[src/rtl/core/imu_ocs_pkg.sv]
package imu_ocs_pkg;

    localparam int RAW_W           = 16;
    localparam int NUM_AXES        = 6;
    localparam int OFF_W           = 17;
    localparam int DIFF_W          = 18;
    localparam int ACC_W           = 17;
    localparam int ACCZ_W          = 18;
    localparam int TEMP_W          = 17;
    localparam int GYRO_W          = 17;
    localparam int S_TDATA_W       = 112;
    localparam int M_TDATA_W       = 120;
    localparam int TEMP_SLOT       = 3;

    localparam int CAL_SAMPLES_DEF = 200;
    localparam int ACCEL_ONE_G     = 16384;

    // gyro: round(d * 128 / 131) by reciprocal multiply on the magnitude
    localparam int GYRO_DIV        = 131;
    localparam int GYRO_SHIFT      = 7;
    localparam int GYRO_HALF       = GYRO_DIV / 2;
    localparam int GYRO_IN_W       = 24;
    localparam int GYRO_K          = GYRO_IN_W + $clog2(GYRO_DIV);
    localparam int GYRO_P_W        = 2 * GYRO_IN_W + 1;
    localparam longint unsigned GYRO_M_L =
        ((64'd1 << GYRO_K) + 64'(GYRO_DIV) - 64'd1) / 64'(GYRO_DIV);
    localparam logic [GYRO_IN_W:0] GYRO_M = GYRO_M_L[GYRO_IN_W:0];

    // temperature: round((320 * t + 3974464) / 425)
    localparam int TEMP_SCALE      = 320;
    localparam int TEMP_BIAS       = 3974464;
    localparam int TEMP_DIV        = 425;
    localparam int TEMP_HALF       = TEMP_DIV / 2;
    localparam int TEMP_N_W        = 25;
    localparam int TEMP_IN_W       = 24;
    localparam int TEMP_K          = TEMP_IN_W + $clog2(TEMP_DIV);
    localparam int TEMP_P_W        = 2 * TEMP_IN_W + 1;
    localparam int TEMP_Q_W        = TEMP_P_W - TEMP_K;
    localparam longint unsigned TEMP_M_L =
        ((64'd1 << TEMP_K) + 64'(TEMP_DIV) - 64'd1) / 64'(TEMP_DIV);
    localparam logic [TEMP_IN_W:0] TEMP_M = TEMP_M_L[TEMP_IN_W:0];

    typedef enum logic [1:0] {
        ST_MEAS   = 2'd0,
        ST_SAMPLE = 2'd1,
        ST_DONE   = 2'd2
    } status_t;

    typedef enum logic [1:0] {
        LK_ACCEL   = 2'd0,
        LK_ACCEL_Z = 2'd1,
        LK_GYRO    = 2'd2
    } lane_kind_t;

    typedef struct packed {
        logic en;
        logic take;
        logic keep;
        logic upd;
    } lane_ctl_t;

    typedef struct packed {
        status_t                   status;
        logic signed [ACC_W-1:0]   accel_x;
        logic signed [ACC_W-1:0]   accel_y;
        logic signed [ACCZ_W-1:0]  accel_z;
        logic signed [TEMP_W-1:0]  temperature;
        logic signed [GYRO_W-1:0]  gyro_x;
        logic signed [GYRO_W-1:0]  gyro_y;
        logic signed [GYRO_W-1:0]  gyro_z;
    } result_t;

endpackage

[src/rtl/core/imu_ocs_merge.sv]
module imu_ocs_merge
    import imu_ocs_pkg::*;
(
    input  logic                 aclk,
    input  logic                 aresetn,
    input  logic                 in_valid,
    output logic                 in_ready,
    input  result_t              in_res,
    output logic                 m_tvalid,
    input  logic                 m_tready,
    output logic [M_TDATA_W-1:0] m_tdata,
    output logic [1:0]           m_tuser
);

    logic [M_TDATA_W-1:0] in_data;
    logic                 load;
    logic                 out_v_reg;
    logic                 skid_v_reg;
    logic [M_TDATA_W-1:0] out_data_reg;
    logic [M_TDATA_W-1:0] skid_data_reg;
    status_t              out_status_reg;
    status_t              skid_status_reg;

    // zero every value field unless this is a measurement result
    assign in_data  = (in_res.status == ST_MEAS) ?
                      {in_res.gyro_z, in_res.gyro_y, in_res.gyro_x, in_res.temperature,
                       in_res.accel_z, in_res.accel_y, in_res.accel_x} : '0;
    assign in_ready = !skid_v_reg;
    assign load     = in_valid && in_ready;

    always_ff @(posedge aclk) begin
        if (!aresetn) begin
            out_v_reg  <= 1'b0;
            skid_v_reg <= 1'b0;
        end else begin
            if (!out_v_reg || m_tready) begin
                if (skid_v_reg) begin
                    out_v_reg  <= 1'b1;
                    skid_v_reg <= 1'b0;
                end else begin
                    out_v_reg <= load;
                end
            end else if (load) begin
                skid_v_reg <= 1'b1;
            end
        end
    end

    always_ff @(posedge aclk) begin
        if (!out_v_reg || m_tready) begin
            if (skid_v_reg) begin
                out_data_reg   <= skid_data_reg;
                out_status_reg <= skid_status_reg;
            end else if (load) begin
                out_data_reg   <= in_data;
                out_status_reg <= in_res.status;
            end
        end else if (load) begin
            skid_data_reg   <= in_data;
            skid_status_reg <= in_res.status;
        end
    end

    assign m_tvalid = out_v_reg;
    assign m_tdata  = out_data_reg;
    assign m_tuser  = out_status_reg;

endmodule

[config.mk]
export PLATFORM = sky130hd
export DESIGN_NAME = imu_ocs_merge
export DESIGN_NICKNAME = d
export VERILOG_FILES = /design/src/rtl/core/imu_ocs_pkg.sv /design/src/rtl/core/imu_ocs_merge.sv
export SDC_FILE = /design/constraint.sdc
export NUM_CORES = 1
export LEC_CHECK = 0
export BUFFER_PORTS_ARGS = -buffer_cell sky130_fd_sc_hd__clkbuf_2
export CAP_MARGIN = 25
export CORE_ASPECT_RATIO = 1.75
export CORE_MARGIN = 3
export CORE_UTILIZATION = 54
export CTS_CLUSTER_DIAMETER = 80
export CTS_CLUSTER_SIZE = 16
export DETAILED_ROUTE_END_ITERATION = 7
export PLACE_DENSITY = 0.92
export SLEW_MARGIN = 5
export SYNTH_ARGS = -nofsm -noshare
export SYNTH_HDL_FRONTEND = slang
export SYNTH_SLANG_ARGS = --single-unit
[constraint.sdc]
create_clock -name aclk -period 13.1 [get_ports aclk]
set_clock_uncertainty 0.05 [all_clocks]
set_input_delay 0 -clock aclk [delete_from_list [all_inputs] [get_ports aclk]]
set_output_delay 0 -clock aclk [all_outputs]
set_load 0.1 [all_outputs]
==> impl_results.md <==
* Hold Buf Count CTS at roughly 130
* GRT overflow at 0
* Hold Path Class: primary input to flip-flop
* Die ar. at approximately 21000 um2
* XOR/XNOR Fraction of Synth Area at 0
* Clock sink count at 246
* Cell Area, Placed at 11600 um2
* CP endpoint kind: flip-flop
* Design Area, Final at approximately 13000 um2
* Multiplexer share of the synthesized area at 0.00218
* Global routing's busiest layer: met2
* Synth Area in Compound Gates at 0.102
* CTS root buf: clkbuf_16
* Share of layout cells above drive strength 1 at 0.386
* Worst rel slew slack at 0.329
* Clk Latency, worst-skew pair at approximately 0.5 ns
* Register bit total from synthesis at ~250
* Most frequent cell on the critical path: buf_4
* Final Util at 0.715
* Crit-path slowest cell: buf_4
* Postcts setup bufs at 0
* Netlist Area Pre-Place at between 10000 and 15000 um2
* Initial DRC count at 479
* RD Place Congestion at 0.785
* Met2 Resource Use GR at 0.446
* First-pass GRT wire length at between 30000 and 40000 um
* VDD IR-drop max at around 120 uV
* Min Tclk post-route at 3.43 ns
* Synth cell types at 19
* GR Layer Usage met3 at 0.0355
* Worst Path Arrival at ~3.5 ns
* Vias after detailed routing at 6979
* Vias in the first global route at roughly 7400
* Clock-pin slew on the worst setup and hold paths at 0.07 ns
* Post-route DRC at 0
* Max Root-Sink Buffers at 3
* Max-cap violations at 0
* Max Slew Vio Count at 0
* Met1 Use GR at 0.261
* Post-Synthesis Cells at about 670
* F_max at roughly 0.3 GHz
* Row count at 66
* Syn_nets at 795
* Final period util at 0.262
* Hold Fails Final Rpt at 0
* Wire per inst at 20.4 um
* FILL cells at around 1100
* Top Ports at 250
* Quantity of gates resized following cts at 0
* Total GRT Usage at 0.240
* IO Port Bufs at 249
* CTS buffer count at 19
* Starting Density at 0.552
* Pwr dens at around 130 nW/um2
* Syn_area_per_cell at between 15 and 20 um2
* Setup_tns at 0 ns
* Synth Area in Adders at 0
* H-tree Lvls at 1
* Commonest non-fill, non-tap cell in the layout: clkbuf_2
* Core ar. at 18700 um2
* Crit-path max FO at 74
* Initial antenna violation count at 0
* Startpoint types: flip-flop
* Dpl hpwl at roughly 14000 um
* Largest net degree at the start of global routing at 110
* Leakage at ~5.3 nW
* Critical path required time at 13.16 ns
* Most frequent cells in the layout: 249 x clkbuf_2, 244 x edfxtp_1, 217 x and2_1
* ANT cells at 0
* Worst-Margin Slew at ~1.0 ns
* Outcome: finished clean
* Die Height at 189 um
* Post-DRT Antenna Nets at 0
* CTS tree: yes
* DR vias/cell at approximately 5.5
* Detailed Route WL at 25800 um
* CP cell instances: nor2_1 > nor2b_4 > buf_4 > buf_4
* Min Hold Slack at around 0.23 ns
* Largest family of logic cells by synthesized area: simple AND/OR/NAND/NOR gates
* Setup CP Type: flip-flop to flip-flop
* Die X at 111 um
* DR pass1 iterations at 5
* Yosys warns at 0
* Sequential area share after synthesis at 0.712
* # setup viols final at 0
* RSZ-0062 raised after global routing: false
* Area Overhead vs Synth at 29.4%
* CP peak stage delay at just over 0.8 ns
* Layout net count at 1146
* Simple-gate share of the synthesized area at 0.149
[synthesized netlist by cell type (all sizes together)]
| library cell | count | area share |
|---|---|---|
| a21boi | 1 | 0.00073 |
| a31o | 120 | 0.10 |
| and2 | 240 | 0.15 |
| buf | 36 | 0.027 |
| clkbuf | 17 | 0.0076 |
| dfxtp | 2 | 0.0039 |
| edfxtp | 244 | 0.71 |
| inv | 1 | 0.00036 |
| mux2 | 2 | 0.0022 |
| nand2b | 1 | 0.00060 |
| nor2 | 2 | 0.0014 |
| nor2b | 1 | 0.00060 |
| nor3b | 2 | 0.0014 |
[stage by stage]
step	setup slack (ns)	cells	power, mW
after detailed placement	9.69	1111	1.26
after global placement	9.84	1111	1.25
after CTS	9.67	1265	1.80
final	9.67	1265	1.80
after floorplan	2.22	669	1.20
after global routing	9.40	1265	1.85
[final timing paths]
kind                      start  cells after the start  slack [ns]      endpoint
max                  skid_v_reg                      4        9.67  m_tdata[101]
min                    in_valid                      3        0.23   m_tdata[97]
max reg2reg          skid_v_reg                      4        9.67  m_tdata[101]
min reg2reg  skid_status_reg[1]                      1        0.51    m_tuser[1]
[kinds of logic after synthesis]
logic type | after synthesis
flip-flops | 246
AND/OR/NAND/NOR | 246
buffers and inverters | 54
multiplexers | 2
AO/OA/AOI/OAI | 121
[critical path: cells and delay by family (launching register included)]
kind	cells	cell delay (ns)
and+or+nand+nor	2	0.86
buffers and inverters	2	1.30
DFF	1	0.73
[final cells by class]
cell class | instances | area, um2 | area share
sequential | 246 | 7370 | 0.550
clock inverter | 2 | 20.0 | 0.00149
multi-input combinational | 369 | 2640 | 0.197
inverter | 1 | 6.26 | 0.000467
timing repair buffer | 383 | 2570 | 0.192
tap | 238 | 298 | 0.0222
clock buffer | 26 | 502 | 0.0374
[power breakdown]
part | switching (mW) | total [mW] | internal, mW | leakage [nW]
registers | 0.0148 | 0.924 | 0.909 | 2.33
clock network | 0.254 | 0.523 | 0.269 | 0.253
logic | 0.269 | 0.350 | 0.0815 | 2.74
[routing by layer]
metal	vias up	part of all wire
li1	3165	-
met5	-	0
met4	0	0.054
met2	313	0.56
met1	3418	0.34
met3	83	0.053
Power figures use the tool's default switching activity.
