==> src/rtl/core/imu_ocs_pkg.sv <==
package imu_ocs_pkg;

    localparam int RAW_W           = 16;
    localparam int NUM_AXES        = 6;
    localparam int OFF_W           = 17;
    localparam int DIFF_W          = 18;
    localparam int ACC_W           = 17;
    localparam int ACCZ_W          = 18;
    localparam int TEMP_W          = 17;
    localparam int GYRO_W          = 17;
    localparam int S_TDATA_W       = 112;
    localparam int M_TDATA_W       = 120;
    localparam int TEMP_SLOT       = 3;

    localparam int CAL_SAMPLES_DEF = 200;
    localparam int ACCEL_ONE_G     = 16384;

    // gyro: round(d * 128 / 131) by reciprocal multiply on the magnitude
    localparam int GYRO_DIV        = 131;
    localparam int GYRO_SHIFT      = 7;
    localparam int GYRO_HALF       = GYRO_DIV / 2;
    localparam int GYRO_IN_W       = 24;
    localparam int GYRO_K          = GYRO_IN_W + $clog2(GYRO_DIV);
    localparam int GYRO_P_W        = 2 * GYRO_IN_W + 1;
    localparam longint unsigned GYRO_M_L =
        ((64'd1 << GYRO_K) + 64'(GYRO_DIV) - 64'd1) / 64'(GYRO_DIV);
    localparam logic [GYRO_IN_W:0] GYRO_M = GYRO_M_L[GYRO_IN_W:0];

    // temperature: round((320 * t + 3974464) / 425)
    localparam int TEMP_SCALE      = 320;
    localparam int TEMP_BIAS       = 3974464;
    localparam int TEMP_DIV        = 425;
    localparam int TEMP_HALF       = TEMP_DIV / 2;
    localparam int TEMP_N_W        = 25;
    localparam int TEMP_IN_W       = 24;
    localparam int TEMP_K          = TEMP_IN_W + $clog2(TEMP_DIV);
    localparam int TEMP_P_W        = 2 * TEMP_IN_W + 1;
    localparam int TEMP_Q_W        = TEMP_P_W - TEMP_K;
    localparam longint unsigned TEMP_M_L =
        ((64'd1 << TEMP_K) + 64'(TEMP_DIV) - 64'd1) / 64'(TEMP_DIV);
    localparam logic [TEMP_IN_W:0] TEMP_M = TEMP_M_L[TEMP_IN_W:0];

    typedef enum logic [1:0] {
        ST_MEAS   = 2'd0,
        ST_SAMPLE = 2'd1,
        ST_DONE   = 2'd2
    } status_t;

    typedef enum logic [1:0] {
        LK_ACCEL   = 2'd0,
        LK_ACCEL_Z = 2'd1,
        LK_GYRO    = 2'd2
    } lane_kind_t;

    typedef struct packed {
        logic en;
        logic take;
        logic keep;
        logic upd;
    } lane_ctl_t;

    typedef struct packed {
        status_t                   status;
        logic signed [ACC_W-1:0]   accel_x;
        logic signed [ACC_W-1:0]   accel_y;
        logic signed [ACCZ_W-1:0]  accel_z;
        logic signed [TEMP_W-1:0]  temperature;
        logic signed [GYRO_W-1:0]  gyro_x;
        logic signed [GYRO_W-1:0]  gyro_y;
        logic signed [GYRO_W-1:0]  gyro_z;
    } result_t;

endpackage

==> src/rtl/core/imu_ocs_temp.sv <==
module imu_ocs_temp
    import imu_ocs_pkg::*;
(
    input  logic                     aclk,
    input  logic                     en,
    input  logic signed [RAW_W-1:0]  raw,
    output logic signed [TEMP_W-1:0] res
);

    logic signed [RAW_W-1:0]    t1_raw_reg;
    logic signed [TEMP_N_W-1:0] t2_num_reg;
    logic [TEMP_IN_W-1:0]       n_mag;
    logic [TEMP_IN_W-1:0]       t3_mag_reg;
    logic                       t3_neg_reg;
    logic [TEMP_P_W-1:0]        t4_prod_reg;
    logic                       t4_neg_reg;
    logic [TEMP_Q_W-1:0]        t_quot;
    logic signed [TEMP_W-1:0]   res_reg;

    assign n_mag  = t2_num_reg[TEMP_N_W-1] ? TEMP_IN_W'($unsigned(-t2_num_reg))
                                           : TEMP_IN_W'($unsigned(t2_num_reg));
    assign t_quot = t4_prod_reg[TEMP_P_W-1:TEMP_K];

    always_ff @(posedge aclk) begin
        if (en) begin
            t1_raw_reg  <= raw;
            t2_num_reg  <= TEMP_N_W'(t1_raw_reg) * TEMP_N_W'(TEMP_SCALE)
                           + TEMP_N_W'(TEMP_BIAS);
            t3_mag_reg  <= n_mag + TEMP_IN_W'(TEMP_HALF);
            t3_neg_reg  <= t2_num_reg[TEMP_N_W-1];
            t4_prod_reg <= TEMP_P_W'(t3_mag_reg) * TEMP_P_W'(TEMP_M);
            t4_neg_reg  <= t3_neg_reg;
            res_reg     <= t4_neg_reg ? $signed(~TEMP_W'(t_quot) + 1'b1)
                                      : $signed(TEMP_W'(t_quot));
        end
    end

    assign res = res_reg;

endmodule

==> config.mk <==
export PLATFORM = sky130hd
export DESIGN_NAME = imu_ocs_temp
export DESIGN_NICKNAME = d
export VERILOG_FILES = /design/src/rtl/core/imu_ocs_pkg.sv /design/src/rtl/core/imu_ocs_temp.sv
export SDC_FILE = /design/constraint.sdc
export NUM_CORES = 1
export LEC_CHECK = 0
export CAP_MARGIN = 15
export CORE_MARGIN = 3
export CORE_UTILIZATION = 45
export CTS_BUF_LIST = sky130_fd_sc_hd__clkbuf_8
export DETAILED_ROUTE_END_ITERATION = 10
export DONT_BUFFER_PORTS = 1
export PLACE_DENSITY = 0.7
export RECOVER_POWER = 100
export SYNTH_ARGS = -nofsm -noshare
export SYNTH_HDL_FRONTEND = slang
export SYNTH_SLANG_ARGS = --single-unit
==> constraint.sdc <==
create_clock -name aclk -period 15.6 [get_ports aclk]
set_input_delay 1.56 -clock aclk [delete_from_list [all_inputs] [get_ports aclk]]
set_output_delay 1.56 -clock aclk [all_outputs]
set_load 0.02 [all_outputs]
==> results.cfg, run 1 <==
[placed_design]
portBuffers = 0
dpl.hpwl_um = 23000
routabilityCongestion = 0.929

[worst_hold_path]
worstHoldPathType = reg -> reg

[floorplan]
dieHeight_um = 176
start_util_pct = 46.1
rows = 61
die_area_mm2 = 0.0309
core_area_mm2 = 0.0281
num_io_pins = 35
die_w_um = 176

[synthesis]
ys_warn_count = 0
syn_area_mm2 = 0.0130
synth-xor-area-share_pct = 6.63
synth_area_leaders = ha_1 (26%), fa_1 (25%), edfxtp_1 (20%)
synth_compound_gate_area_share_pct = 7.97
yosysTopAreaCell = ha_1
synth_top_area_share_pct = 26.2
synth_mux_area_share_pct = 0.232
netlist_instances = 1189
synth-simple-area-share_pct = 6.15
synth_common_cells = ha_1 (271), inv_1 (254), fa_1 (159), edfxtp_1 (88), xnor2_1 (64)
synthFlopType = edfxtp_1
synth_seq_cells = 88
yosysSeqAreaShare_pct = 20.4
synth.distinct_cells = 63
synth_edf_count = 88
synth_top_family_by_area = adder cells
syn-num-nets = 1637
avgSynthCellArea_um2 = 10.9
yosysMostFrequentCell = ha_1
yosys.area_share.adder_pct = 50.7
async_flop_share_pct = 0

[finish]
drive_above_1_share_pct = 2.60
largest_reg_flops = 19
antennaDiodeCount = 0
syn_to_final_growth_pct = 4.35
finalNetCount = 1636
n_fill_cell = 2610

[detailed_routing]
post-route-drc-count = 0
routed_wl_um = 26600
ant_nets = 0
dr_total_vias = 8286
drtIter0Drc = 642
drt-pass1-iter-count = 7
wl_per_cell_um = 16.9
vias_per_cell = 5.27

[setup_path]
reg2regPathDepth = 22
criticalPathCategory = reg -> reg
worstSetupEndpoint = t4_prod_reg[43]
reg2reg_from = t3_mag_reg[21]
endpoint_kind = flop
r2r_slack_ps = 8740
r2r-end = t4_prod_reg[43]
worstPathMaxFanout = 9
worstSetupStartpoint = t3_mag_reg[21]
worstPathRequired_ps = 15740
start_kind = flop
arrival_ps = 7000

[timing]
slew_headroom_pct = 26.4
layout_min_cycle_time_ps = 6860
rsz0062_at_grt = false
hold_viol = 0
fin_setup_tns_ps = 0
setup_viol = 0
min_period_over_period_pct = 44.0
fmax_mhz = 146
tightest_slew_ps = 1100
drv_slew = 0
skew_ps = 8.70

[clocking]
path_clk_slew_ps = 100
cts_buffer_depth = 2
cts-root-buf = clkbuf_8
htreeDepth = 3
worst_skew_pair.late_latency_ps = 380
cts_resized = 0
clock-sinks = 88
ctsHoldBuffers = 0
cts_tree = built
cts_setup_buffers = 0
cts_made_buffers = 9

[job]
cap_viol_max_count = 0

[outcome]
status = finished clean

[grt]
track_usage_pct = 17.8
grt_overflow_total = 0
grt_pass1_wl_um = 43100
antenna_found_initial = 0
grt_max_degree = 89
grt_pass1_vias = 8547
cell families (layout without fill, tap and decap cells):
family,count (synthesis),after routing
adder cells (fa/ha/maj),430,430
buffers and inverters,268,272
AO/OA/AOI/OAI,153,153
AND/OR/NAND/NOR,149,149
XOR/XNOR,98,98
flip-flops,88,88
multiplexers,3,3
worst max-delay path: stages (launching register included):
cell	delay, ps
edfxtp_1	610
inv_1	180
fa_1	610
inv_1	80
fa_1	480
inv_1	50
fa_1	500
inv_1	50
fa_1	440
fa_1	510
inv_1	50
fa_1	520
inv_1	40
ha_1	190
ha_1	340
a21o_1	230
a21o_1	180
a21oi_1	260
o2111ai_1	140
o21ai_0	440
o21bai_1	200
a221oi_1	400
xnor2_1	100
layout make-up:
type | instances | area [um^2] | area share (%)
clock buffers | 9 | 124 | 0.916
clock inverters | 7 | 72.6 | 0.537
inverters | 255 | 957 | 7.08
multi-input cells | 833 | 9250 | 68.4
flip-flops and latches | 88 | 2640 | 19.5
well taps | 378 | 473 | 3.50
repair buffers | 1 | 3.75 | 0.0278
per-layer routing:
layer / part of all wire [%] / vias to the layer above / track usage, %
met2: 49 / 194 / 30.6
met3: 4.9 / 33 / 3.03
met5: 0 / - / 0
li1: - / 3994 / -
met4: 2.2 / 0 / 4.45
met1: 44 / 4065 / 23.5
worst min-delay path by stage:
stage / to / start / cells past startpoint
after CTS: t4_neg_reg / t3_neg_reg / 0
after floorplan: t4_neg_reg / t3_neg_reg / 0
after global placement: t4_neg_reg / t3_neg_reg / 0
after detailed placement: t4_neg_reg / t3_neg_reg / 0
after global routing: t4_neg_reg / t3_neg_reg / 0
final: t4_neg_reg / t3_neg_reg / 0
cell usage in the layout, fill, tap and decap left out, types with 4 or more instances in the layout:
cell,count
a21oi_1,38
nand4_1,4
ha_1,271
o21ai_0,31
o31ai_1,9
a31oi_1,4
nor3_1,16
o21bai_1,4
clkbuf_8,9
or2_2,9
nand2b_1,9
or4_1,4
o21ai_1,4
fa_1,159
nor2_1,29
o21a_1,8
xor2_1,34
edfxtp_1,88
nand3_1,11
xnor2_1,64
and3_1,5
nand2_1,32
o2111ai_1,6
and2_1,5
a21o_1,8
or3_1,11
a211oi_1,8
inv_1,254
o41ai_1,6
through the flow:
stage	std cells	hold WS [ps]	utilization [%]	worst slack, ps	area (um^2)
2_1_floorplan	1189	400	-	9350	13000
4_1_cts	1571	438	48.3	8830	13600
3_5_place_dp	1555	413	47.6	8880	13400
6_report	1571	434	48.1	8740	13500
5_1_grt	1571	450	48.1	8340	13500
3_3_place_gp	1555	407	47.6	8990	13400
Power of run 1 is left out: the tool's default activity adds up to more than one toggle a clock period on the data nets, which glitch-free logic cannot reach.
==> inputs of run 2 (changes only) <==
clock period = 6.45 ns   (was 15.6 ns; I/O delays follow)
==> results.cfg, run 2 (same netlist as run 1, synthesis figures left out) <==
[outcome]
status = finished clean

[clocking]
cts_made_buffers = 9
worst_skew_pair.late_latency_ps = 380
ctsHoldBuffers = 0
clock-sinks = 88
cts-root-buf = clkbuf_8
cts_buffer_depth = 2
cts_tree = built
htreeDepth = 3
path_clk_slew_ps = 100

[detailed_routing]
wl_per_cell_um = 16.3
routed_wl_um = 26800
vias_per_cell = 5.20
drtIter0Drc = 406
drt-pass1-iter-count = 4
dr_total_vias = 8512
post-route-drc-count = 0
ant_nets = 0

[worst_hold_path]
hold_depth = 0
min_from = raw[15]
worstHoldPathType = in -> reg
worstHoldEndpoint = t1_raw_reg[15]

[finish]
n_fill_cell = 2500
final_common_cell = ha_1
design_area_mm2 = 0.0143
layout_common_cells = ha_1 (261), inv_1 (248), fa_1 (150)
finalNetCount = 1703
antennaDiodeCount = 0
syn_to_final_growth_pct = 10.1
largest_reg_flops = 19
final_util_pct = 50.8
drive_above_1_share_pct = 11.7

[timing]
whs_ps = 351
fmax_mhz = 159
hold_viol = 0
postLayoutSetupSlackWorst_ps = 172
tightest_slew_ps = 1110
slew_headroom_pct = 26.1
min_period_over_period_pct = 97.3
setup_viol = 0
skew_ps = 9.17
drv_slew = 0
layout_min_cycle_time_ps = 6280

[setup_path]
arrival_ps = 6430
criticalPathCategory = reg -> reg
r2r-end = t4_prod_reg[48]
endpoint_kind = flop
reg2regPathDepth = 20
r2r_slack_ps = 170
reg2reg_from = t3_mag_reg[22]
worstPathMaxFanout = 6
start_kind = flop
worstPathRequired_ps = 6600

[placed_design]
portBuffers = 0
postPlaceCellArea_mm2 = 0.0138
preCtsSetupSlack_ps = -333
routabilityCongestion = 0.943
dpl.hpwl_um = 22900

[grt]
grt_max_degree = 89
track_usage_pct = 18.1
grt_overflow_total = 0
grt_pass1_wl_um = 44100
antenna_found_initial = 0
grt_pass1_vias = 8877

[floorplan]
dieHeight_um = 176
die_area_mm2 = 0.0309
die_w_um = 176
core_area_mm2 = 0.0281
num_io_pins = 35
start_util_pct = 46.1
rows = 61

[job]
cap_viol_max_count = 0
==> run 2: changes by cell type in the layout (fill, tap and decap cells not counted), moves of 5 or more <==
cell,previous run,this run
a21oi_1,38,33
o21ai_0,31,26
buf_4,0,66
fa_1,159,150
inv_2,0,6
ha_1,271,261
fa_2,0,9
ha_4,0,7
inv_1,254,248
==> run 2: layer usage <==
| metal | track usage [%] | wire length [um] | up-vias | share of wire, % |
|---|---|---|---|---|
| met1 | 23.3 | 11800 | 4168 | 44 |
| met2 | 31.4 | 13300 | 164 | 50 |
| li1 | - | - | 4133 | - |
| met5 | 0 | 0 | - | 0 |
| met3 | 2.51 | 814 | 47 | 3.0 |
| met4 | 5.74 | 843 | 0 | 3.1 |
==> run 2: final cells by class <==
type	instances	area [um^2]	area share, %
well taps	378	473	3.32
multi-input cells	833	9490	66.5
inverters	255	961	6.74
flip-flops and latches	88	2640	18.5
clock inverters	7	60.1	0.421
repair buffers	68	510	3.58
clock buffers	9	124	0.869
==> run 2: worst max-delay path, stage by stage, from the launching register on <==
cell	delay [ps]
edfxtp_1	480
buf_6	190
ha_1	240
xnor2_2	160
buf_4	150
ha_1	160
nand2b_1	180
fa_1	470
fa_1	570
fa_1	470
fa_1	500
ha_1	370
ha_4	280
o21a_1	100
o21a_1	160
o211ai_1	310
nand4_1	190
a211oi_2	300
o31ai_1	110
or4_1	500
and3_1	150
==> run 2: through the flow <==
step	setup TNS (ps)	std cells
6_report	0	1638
5_1_grt	-56.8	1638
4_1_cts	0	1625
3_5_place_dp	-1880	1606
3_3_place_gp	-1040	1606
2_1_floorplan	0	1189
==> run 2: worst max-delay path by stage <==
stage / slack [ps] / endpoint / cells past startpoint / start
2_1_floorplan: 200 / t4_prod_reg[48] / 20 / t3_mag_reg[21]
3_3_place_gp: -240 / t4_prod_reg[40] / 24 / t3_mag_reg[13]
3_5_place_dp: -330 / t4_prod_reg[40] / 24 / t3_mag_reg[13]
4_1_cts: 30 / t4_prod_reg[40] / 21 / t3_mag_reg[21]
5_1_grt: -60 / t4_prod_reg[48] / 20 / t3_mag_reg[22]
6_report: 170 / t4_prod_reg[48] / 20 / t3_mag_reg[22]
==> run 2: timing repair <==
| action | in CTS | in global routing |
|---|---|---|
| pin swaps | 2 | 41 |
| gates cloned | 0 | 0 |
| buffers inserted | 3 | 13 |
| gates resized for setup | 6 | 53 |
| setup endpoints to repair | 10 | 10 |
Power of run 2 is left out for the same reason.
