**src/rtl/core/imu_ocs_pkg.sv**
```systemverilog
package imu_ocs_pkg;

    localparam int RAW_W           = 16;
    localparam int NUM_AXES        = 6;
    localparam int OFF_W           = 17;
    localparam int DIFF_W          = 18;
    localparam int ACC_W           = 17;
    localparam int ACCZ_W          = 18;
    localparam int TEMP_W          = 17;
    localparam int GYRO_W          = 17;
    localparam int S_TDATA_W       = 112;
    localparam int M_TDATA_W       = 120;
    localparam int TEMP_SLOT       = 3;

    localparam int CAL_SAMPLES_DEF = 200;
    localparam int ACCEL_ONE_G     = 16384;

    // gyro: round(d * 128 / 131) by reciprocal multiply on the magnitude
    localparam int GYRO_DIV        = 131;
    localparam int GYRO_SHIFT      = 7;
    localparam int GYRO_HALF       = GYRO_DIV / 2;
    localparam int GYRO_IN_W       = 24;
    localparam int GYRO_K          = GYRO_IN_W + $clog2(GYRO_DIV);
    localparam int GYRO_P_W        = 2 * GYRO_IN_W + 1;
    localparam longint unsigned GYRO_M_L =
        ((64'd1 << GYRO_K) + 64'(GYRO_DIV) - 64'd1) / 64'(GYRO_DIV);
    localparam logic [GYRO_IN_W:0] GYRO_M = GYRO_M_L[GYRO_IN_W:0];

    // temperature: round((320 * t + 3974464) / 425)
    localparam int TEMP_SCALE      = 320;
    localparam int TEMP_BIAS       = 3974464;
    localparam int TEMP_DIV        = 425;
    localparam int TEMP_HALF       = TEMP_DIV / 2;
    localparam int TEMP_N_W        = 25;
    localparam int TEMP_IN_W       = 24;
    localparam int TEMP_K          = TEMP_IN_W + $clog2(TEMP_DIV);
    localparam int TEMP_P_W        = 2 * TEMP_IN_W + 1;
    localparam int TEMP_Q_W        = TEMP_P_W - TEMP_K;
    localparam longint unsigned TEMP_M_L =
        ((64'd1 << TEMP_K) + 64'(TEMP_DIV) - 64'd1) / 64'(TEMP_DIV);
    localparam logic [TEMP_IN_W:0] TEMP_M = TEMP_M_L[TEMP_IN_W:0];

    typedef enum logic [1:0] {
        ST_MEAS   = 2'd0,
        ST_SAMPLE = 2'd1,
        ST_DONE   = 2'd2
    } status_t;

    typedef enum logic [1:0] {
        LK_ACCEL   = 2'd0,
        LK_ACCEL_Z = 2'd1,
        LK_GYRO    = 2'd2
    } lane_kind_t;

    typedef struct packed {
        logic en;
        logic take;
        logic keep;
        logic upd;
    } lane_ctl_t;

    typedef struct packed {
        status_t                   status;
        logic signed [ACC_W-1:0]   accel_x;
        logic signed [ACC_W-1:0]   accel_y;
        logic signed [ACCZ_W-1:0]  accel_z;
        logic signed [TEMP_W-1:0]  temperature;
        logic signed [GYRO_W-1:0]  gyro_x;
        logic signed [GYRO_W-1:0]  gyro_y;
        logic signed [GYRO_W-1:0]  gyro_z;
    } result_t;

endpackage

```
**src/rtl/core/imu_ocs_lane.sv**
```systemverilog
module imu_ocs_lane
    import imu_ocs_pkg::*;
#(
    parameter int         CAL_SAMPLES = CAL_SAMPLES_DEF,
    parameter lane_kind_t KIND        = LK_ACCEL
) (
    input  logic                     aclk,
    input  logic                     aresetn,
    input  lane_ctl_t                ctl,
    input  logic signed [RAW_W-1:0]  raw,
    output logic signed [DIFF_W-1:0] res
);

    localparam int CAL_L   = $clog2(CAL_SAMPLES);
    localparam int SUM_W   = RAW_W + CAL_L;
    localparam int CAL_K   = SUM_W + CAL_L;
    localparam int CAL_P_W = 2 * SUM_W + 1;
    localparam longint unsigned CAL_M_L =
        ((64'd1 << CAL_K) + 64'(CAL_SAMPLES) - 64'd1) / 64'(CAL_SAMPLES);
    localparam logic [SUM_W:0]     CAL_M = CAL_M_L[SUM_W:0];
    localparam logic [OFF_W-1:0]   ONE_G =
        (KIND == LK_ACCEL_Z) ? OFF_W'(ACCEL_ONE_G) : '0;

    logic signed [SUM_W-1:0]  sum_reg;
    logic signed [SUM_W-1:0]  sum_add;
    logic signed [SUM_W-1:0]  s1_sum_reg;
    logic signed [RAW_W-1:0]  s1_raw_reg;
    logic signed [RAW_W-1:0]  s2_raw_reg;
    logic [SUM_W-1:0]         cal_mag;
    logic [CAL_P_W-1:0]       s2_prod_reg;
    logic                     s2_neg_reg;
    logic [OFF_W-1:0]         cal_quot;
    logic [OFF_W-1:0]         off_next;
    logic signed [OFF_W-1:0]  off_reg;
    logic signed [DIFF_W-1:0] s3_diff_reg;
    logic signed [DIFF_W-1:0] res_reg;

    assign sum_add  = sum_reg + SUM_W'(raw);
    assign cal_mag  = s1_sum_reg[SUM_W-1] ? $unsigned(-s1_sum_reg) : $unsigned(s1_sum_reg);
    assign cal_quot = s2_prod_reg[CAL_P_W-1:CAL_K];
    assign off_next = (s2_neg_reg ? (~cal_quot + 1'b1) : cal_quot) - ONE_G;

    always_ff @(posedge aclk) begin
        if (!aresetn) begin
            sum_reg <= '0;
            off_reg <= '0;
        end else begin
            if (ctl.take) begin
                sum_reg <= ctl.keep ? sum_add : '0;
            end
            if (ctl.upd) begin
                off_reg <= $signed(off_next);
            end
        end
    end

    always_ff @(posedge aclk) begin
        if (ctl.en) begin
            s1_sum_reg  <= sum_add;
            s1_raw_reg  <= raw;
            s2_prod_reg <= CAL_P_W'(cal_mag) * CAL_P_W'(CAL_M);
            s2_neg_reg  <= s1_sum_reg[SUM_W-1];
            s2_raw_reg  <= s1_raw_reg;
            s3_diff_reg <= DIFF_W'(s2_raw_reg) - DIFF_W'(off_reg);
        end
    end

    generate
        if (KIND == LK_GYRO) begin : g_gyro
            logic [GYRO_W-1:0]    d_mag;
            logic [GYRO_IN_W-1:0] g_num;
            logic [GYRO_P_W-1:0]  s4_prod_reg;
            logic                 s4_neg_reg;
            logic [GYRO_W-1:0]    g_quot;

            assign d_mag  = s3_diff_reg[DIFF_W-1] ? GYRO_W'($unsigned(-s3_diff_reg))
                                                  : GYRO_W'($unsigned(s3_diff_reg));
            assign g_num  = (GYRO_IN_W'(d_mag) << GYRO_SHIFT) + GYRO_IN_W'(GYRO_HALF);
            assign g_quot = s4_prod_reg[GYRO_P_W-1:GYRO_K];

            always_ff @(posedge aclk) begin
                if (ctl.en) begin
                    s4_prod_reg <= GYRO_P_W'(g_num) * GYRO_P_W'(GYRO_M);
                    s4_neg_reg  <= s3_diff_reg[DIFF_W-1];
                    res_reg     <= s4_neg_reg ? $signed(~DIFF_W'(g_quot) + 1'b1)
                                              : $signed(DIFF_W'(g_quot));
                end
            end
        end else begin : g_accel
            logic signed [DIFF_W-1:0] s4_diff_reg;

            always_ff @(posedge aclk) begin
                if (ctl.en) begin
                    s4_diff_reg <= s3_diff_reg;
                    res_reg     <= s4_diff_reg;
                end
            end
        end
    endgenerate

    assign res = res_reg;

endmodule

```
**config.mk**
```make
export PLATFORM = sky130hd
export DESIGN_NAME = imu_ocs_lane
export DESIGN_NICKNAME = d
export VERILOG_FILES = /design/src/rtl/core/imu_ocs_pkg.sv /design/src/rtl/core/imu_ocs_lane.sv
export SDC_FILE = /design/constraint.sdc
export NUM_CORES = 1
export LEC_CHECK = 0
export CAP_MARGIN = 25
export CORE_MARGIN = 2
export CORE_UTILIZATION = 45
export CTS_CLUSTER_SIZE = 20
export DETAILED_ROUTE_END_ITERATION = 10
export DONT_BUFFER_PORTS = 1
export GPL_ROUTABILITY_DRIVEN = 0
export PLACE_DENSITY = 0.66
export SYNTH_ARGS = -nofsm -noshare
export SYNTH_HDL_FRONTEND = slang
export SYNTH_SLANG_ARGS = --single-unit
```
**constraint.sdc**
```tcl
create_clock -name aclk -period 20.1 [get_ports aclk]
set_clock_uncertainty 0.15 [all_clocks]
set_input_delay 1.005 -clock aclk [delete_from_list [all_inputs] [get_ports aclk]]
set_output_delay 1.005 -clock aclk [all_outputs]
set_load 0.05 [all_outputs]
```
==> metrics, run 1 <==
status finished clean; vias in the first global route ~12000; max-slew violation count 0; Syn-to-layout area delta 6.86%; first-pass GRT wire length about 65000 um; EDFF count, synth 128; GRT overflow 0; worst path bufs/invs 5; post-synthesis sequential area ratio 0.260; CP Class register to register; Mean Syn Cell Area about 11 sq um; met2 usage 0.329; CTS sink cnt 169; # Max-Cap Violations 0; syn_nets 2213; synth cell count leaders inv_1, ha_1, fa_1, edfxtp_1; CTS tree yes; top-count cell post-synth inv_1; antenna viol nets, final 0; FF-to-FF setup slack around 11 ns; GR peak layer met2; Post-Syn Area approximately 18000 sq um; top post-synthesis cells by area fa_1, edfxtp_1, ha_1; reg2reg end s2_prod_reg[45]$_DFFE_PP_; Post-DP Area 18600 sq um; DR DRC count 0; worst path required time 20.13 ns; setup violators final 0; total track usage 0.203; r2r worst-path depth 28; WL/cell roughly 18 um; Final Hold Viols 0; startpoint type of the worst setup path register; Detailed Routing Iterations Pass 1 5; Die W a little over 200 um; hold crit path type register to register; asr flop ratio synth 0; largest net degree at the start of global routing ~130; setup_tns 0 ns; slowest cell delay on critical path ~0.62 ns; die area about 42000 sq um; post-DP HPWL around 34000 um; dpl cells about 2200; crit path capture s2_prod_reg[45]$_DFFE_PP_; Setup Buffers After CTS 0; Critical Path Sink Type register; unrepaired setup endpoints after global routing false; fin area ~19000 sq um; Worst path most repeated cell fa_1; Worst-path clk slew about 0.07 ns; CTS max path bufs 2; Critical Path AT 9.36 ns; period utilization 0.464; met1 usage in global routing 0.272; fillers between 3000 and 4000; # rows 73; # hold bufs at CTS 0; Stages on worst setup path 28; CTS H-tree depth 4; die height around 200 um; Layout Cells excl Fill roughly 2200; initial antenna violation count 0; ys flop type edfxtp_1; Post-Route WL ~40000 um; Tmin final between 9 and 10 ns; clock root cell clkbuf_16; Post-CTS Resized 0; CP max FO 7; Synth cell types 65; synth warn 0; total inserted antenna cells 0; CTS buffer count 17; Reg2Reg Launch Point s1_sum_reg[0]$_DFFE_PP_; CP startpoint s1_sum_reg[0]$_DFFE_PP_; Yosys top cell area share 0.227; cell accounting for the most synthesized area fa_1; total vias in the final route 11766; relative slew slack 0.378; family with the most delay on the worst path adder cells; Global Route met3 Usage 0.0417; clk_lat worst skew ~0.43 ns; fmax approximately 110 MHz; ratio of cells with drive above 1 in the final layout 0.0344; slowest CP cell edfxtp_1; Slew @ Worst Pin 0.926 ns; Initial Util 0.454; nets between 2000 and 2500; CORE AREA 39500 sq um; boundary pin count 40; #FFs+latches synth 169; via density per instance 5.26; Synth Instances between 1500 and 2000; Starting DRT DRC Count 727; I/O Buffers 0
per-layer routing:
| layer | up-vias | part of all wire |
|---|---|---|
| met1 | 5713 | 0.46 |
| met2 | 320 | 0.47 |
| met5 | - | 0 |
| met4 | 0 | 0.025 |
| li1 | 5679 | - |
| met3 | 54 | 0.054 |
worst min-delay path by stage:
stage	start	end	slack, ns	cells after the start
floorplan	s3_diff_reg[0]$_DFFE_PP_	g_accel.s4_diff_reg[0]$_DFFE_PP_	0.25	0
global placement	s3_diff_reg[10]$_DFFE_PP_	g_accel.s4_diff_reg[10]$_DFFE_PP_	0.25	0
detailed placement	g_accel.s4_diff_reg[17]$_DFFE_PP_	res[17]$_DFFE_PP_	0.26	0
CTS	s1_raw_reg[9]$_DFFE_PP_	s2_raw_reg[9]$_DFFE_PP_	0.27	0
global route	s1_raw_reg[9]$_DFFE_PP_	s2_raw_reg[9]$_DFFE_PP_	0.27	0
finish	g_accel.s4_diff_reg[13]$_DFFE_PP_	res[13]$_DFFE_PP_	0.26	0
cell type report:
class,instances,area (sq um),area share
timing repair buffer,12,90.1,0.00470
tap,525,657,0.0342
inverter,374,1400,0.0732
multi-input combinational,1127,11800,0.615
sequential,169,4660,0.243
clock buffer,19,433,0.0226
clock inverter,13,139,0.00724
cells in the final DEF (no fill, tap or decap), drive strengths merged, types with 23 or more instances in the layout:
cell	n
ha	294
inv	379
o21ai	42
dfxtp	41
fa	204
xor2	34
edfxtp	128
nand3	41
xnor2	56
nor2	49
a21o	24
nor2b	23
nand2	63
a21oi	62
cells by family after synthesis:
logic type      count (synthesis)  synth area share
fa+ha+maj                     498             0.432
buf+inv                       397            0.0830
simple gates                  274            0.0783
compound gates                258            0.0986
flops                         169             0.260
xor+xnor                       90            0.0439
mux                             7           0.00390
metrics by stage:
step / utilization / setup slack, ns / hold WS, ns
after CTS: 0.485 / 10.80 / 0.267
after global routing: 0.485 / 10.35 / 0.267
after global placement: 0.470 / 11.01 / 0.250
final: 0.485 / 10.77 / 0.263
after floorplan: - / 11.76 / 0.250
after detailed placement: 0.470 / 10.81 / 0.255
Power of run 1 is not shown: default switching activity piles up to over one toggle a cycle in this logic, so the estimate is an artifact.
==> run 2, diff against run 1 <==
- ABC_AREA: not set -> 1
- PLACE_DENSITY: 0.66 -> 0.68
- clock period: 20.1 -> 7.5 ns (I/O delays scaled with it)
==> run 2 against run 1 <==
  * Sequential share of layout area is 3.0 points lower
  * Core utilization increased by 1.2 points
  * Design area rose by 14%
==> metrics, run 2 <==
Tmin final 7.14 ns (was 9.33 ns); DR DRC count 0 (unchanged); boundary pin count 40 (unchanged); post-synthesis sequential area ratio 0.235 (was 0.260); most common cell after layout, fill and taps aside inv_1 (unchanged); vias in the first global route 15841 (was 12176); post-DP HPWL 42800 um (was 34200 um); Syn-to-layout area delta 9.90% (was 6.86%); worst path bufs/invs 9 (was 5); status finished clean (unchanged); Post-Route WL 50500 um (was 40400 um); asr flop ratio synth 0 (unchanged); fmax 140 MHz (was 107 MHz); post-synthesis mux area share 0 (was 0.00390); top post-synthesis cells by area fa_1, edfxtp_1, ha_1 (unchanged); family with the most delay on the worst path adder cells (unchanged); synth cell count leaders inv_1, nand2_1, ha_1, fa_1 (was inv_1, ha_1, fa_1, edfxtp_1); Synth Instances 2342 (was 1693); wire length on met1 22600 um (was 18400 um); fin area 21800 sq um (was 19200 sq um); Post-DP Area 20800 sq um (was 18600 sq um); setup violators final 0 (unchanged); worst hold stages 3 (was 0); total inserted antenna cells 0 (unchanged); Detailed Routing Iterations Pass 1 5 (unchanged); Slew @ Worst Pin 0.857 ns (was 0.926 ns); relative slew slack 0.428 (was 0.378); CP Class register to register (unchanged); WL/cell 16.8 um (was 18.0 um); Worst-path clk slew 0.08 ns (was 0.07 ns); startpoint type of the worst setup path register (unchanged); #FFs+latches synth 169 (unchanged); EDFF count, synth 128 (unchanged); CTS max path bufs 2 (unchanged); setup_tns 0 ns (unchanged); synth warn 0 (unchanged); top-count cell post-synth inv_1 (unchanged); # Max-Cap Violations 0 (unchanged); Initial Util 0.452 (was 0.454); Compound-Gate Fraction of Synth Area 0.0624 (was 0.0986); CTS tree yes (unchanged); die height 214 um (was 204 um); CP startpoint s1_sum_reg[0]$_DFFE_PP_ (unchanged); simple logic cell fraction of the synthesized area 0.172 (was 0.0783); period utilization 0.952 (was 0.464); CTS sink cnt 169 (unchanged); worst path required time 7.57 ns (was 20.13 ns); # rows 77 (was 73); largest net degree at the start of global routing 129 (unchanged); Synth cell types 44 (was 65); nets 2922 (was 2221); first-pass GRT wire length 81600 um (was 65100 um); die area 45900 sq um (was 41500 sq um); Critical Path Sink Type register (unchanged); CTS buffer count 17 (unchanged); xor and xnor area share after synthesis 0.0254 (was 0.0439); clk_lat worst skew 0.45 ns (was 0.43 ns); max-slew violation count 0 (unchanged); top layer in use met4 (unchanged); met3 WL 2410 um (was 2170 um); Reg2Reg Launch Point s1_sum_reg[0]$_DFFE_PP_ (unchanged); most frequent cells in the layout inv_1, nand2_1, ha_1 (was inv_1, ha_1, fa_1); Starting DRT DRC Count 1033 (was 727); antenna viol nets, final 0 (unchanged); total vias in the final route 15358 (was 11766); CTS H-tree depth 4 (unchanged); syn_nets 2862 (was 2213); ratio of cells with drive above 1 in the final layout 0.0679 (was 0.0344); Mean Syn Cell Area 8.49 sq um (was 10.6 sq um); via density per instance 5.11 (was 5.26); r2r worst-path depth 29 (was 28); clock root cell clkbuf_16 (unchanged); Post-Syn Area 19900 sq um (was 18000 sq um); Stages on worst setup path 29 (was 28); largest family of logic cells by synthesized area adder cells (unchanged); total track usage 0.226 (was 0.203); Final Hold Viols 0 (unchanged); Critical Path AT 7.21 ns (was 9.36 ns); GRT overflow 0 (unchanged); DR WL met2 23100 um (was 18800 um); ys flop type edfxtp_1 (unchanged); Die W 214 um (was 204 um); cell accounting for the most synthesized area fa_1 (unchanged); unrepaired setup endpoints after global routing true (was false); initial antenna violation count 0 (unchanged); CORE AREA 43900 sq um (was 39500 sq um); CP max FO 6 (was 7); slowest cell delay on critical path 0.61 ns (was 0.62 ns); Yosys top cell area share 0.205 (was 0.227); slowest CP cell fa_1 (was edfxtp_1); fraction of the mapped netlist area in adder cells 0.391 (was 0.432); Hold Path Origin ctl[0] (was g_accel.s4_diff_reg[13]$_DFFE_PP_); hold crit path type input pin to register (was register to register); I/O Buffers 0 (unchanged)
run 2: cell types whose count changed in the layout (fill, tap and decap cells not counted), moves of 45 or more:
| cell | before | now |
|---|---|---|
| inv_1 | 372 | 582 |
| nand3_1 | 41 | 87 |
| a21oi_1 | 62 | 107 |
| nor2_1 | 49 | 118 |
| nand2_1 | 62 | 457 |
| xnor2_1 | 56 | 9 |
run 2: path summary, 6_finish.rpt:
| path | end | slack [ns] |
|---|---|---|
| setup / recovery | s2_prod_reg[43]$_DFFE_PP_ | 0.36 |
| hold / removal | off_reg[1]$_SDFFE_PN0P_ | 0.03 |
| setup reg to reg | s2_prod_reg[43]$_DFFE_PP_ | 0.36 |
| hold reg to reg | s2_raw_reg[3]$_DFFE_PP_ | 0.27 |
run 2: cell type report:
| cell class | instances | area, sq um |
|---|---|---|
| Timing Repair Buffer | 55 | 504 |
| Clock inverter | 15 | 206 |
| Clock buffer | 17 | 425 |
| Sequential cell | 169 | 4660 |
| Multi-Input combinational cell | 1568 | 13100 |
| Fill cell | 4082 | 22100 |
| Inverter | 591 | 2220 |
| Tap cell | 592 | 741 |
run 2: metrics by stage:
step	setup slack [ns]	utilization	instances	hold WS, ns
finish	0.356	0.497	3007	0.0253
global route	0.0198	0.497	3007	0.0194
CTS	0.194	0.493	3006	0.00940
detailed placement	0.190	0.474	2954	0.255
global placement	0.310	0.474	2954	0.253
floorplan	0.445	-	2342	0.250
run 2: kinds of logic (layout without fill, tap and decap cells):
group                      after synthesis  in the layout
and+or+nand+nor                        795            795
adders and majority gates              498            498
xor gates and xnor gates                55             55
DFF                                    169            169
AOI/OAI and AO/OA                      220            220
buffers and inverters                  605            678
run 2: worst reg2reg max path: cells and delay by family (launching register included):
kind / cells / cell delay, ns
flops: 1 / 0.38
xor+xnor: 1 / 0.19
fa+ha+maj: 8 / 3.70
buf+inv: 9 / 1.03
simple gates: 11 / 1.47
run 2: per-layer routing:
layer  vias up  GRT usage
li1       7443          -
met1      7298      0.295
met2       472      0.370
met3       145     0.0342
met4         0      0.107
met5         -          0
run 2: timing repair:
item | 4_1_cts | 5_1_grt
buffers inserted | 0 | 0
setup endpoints to repair | 0 | 17
hold endpoints to repair | 158 | 0
gates resized for setup | 0 | 49
hold buffers | 20 | 0
Power of run 2 is left out for the same reason.
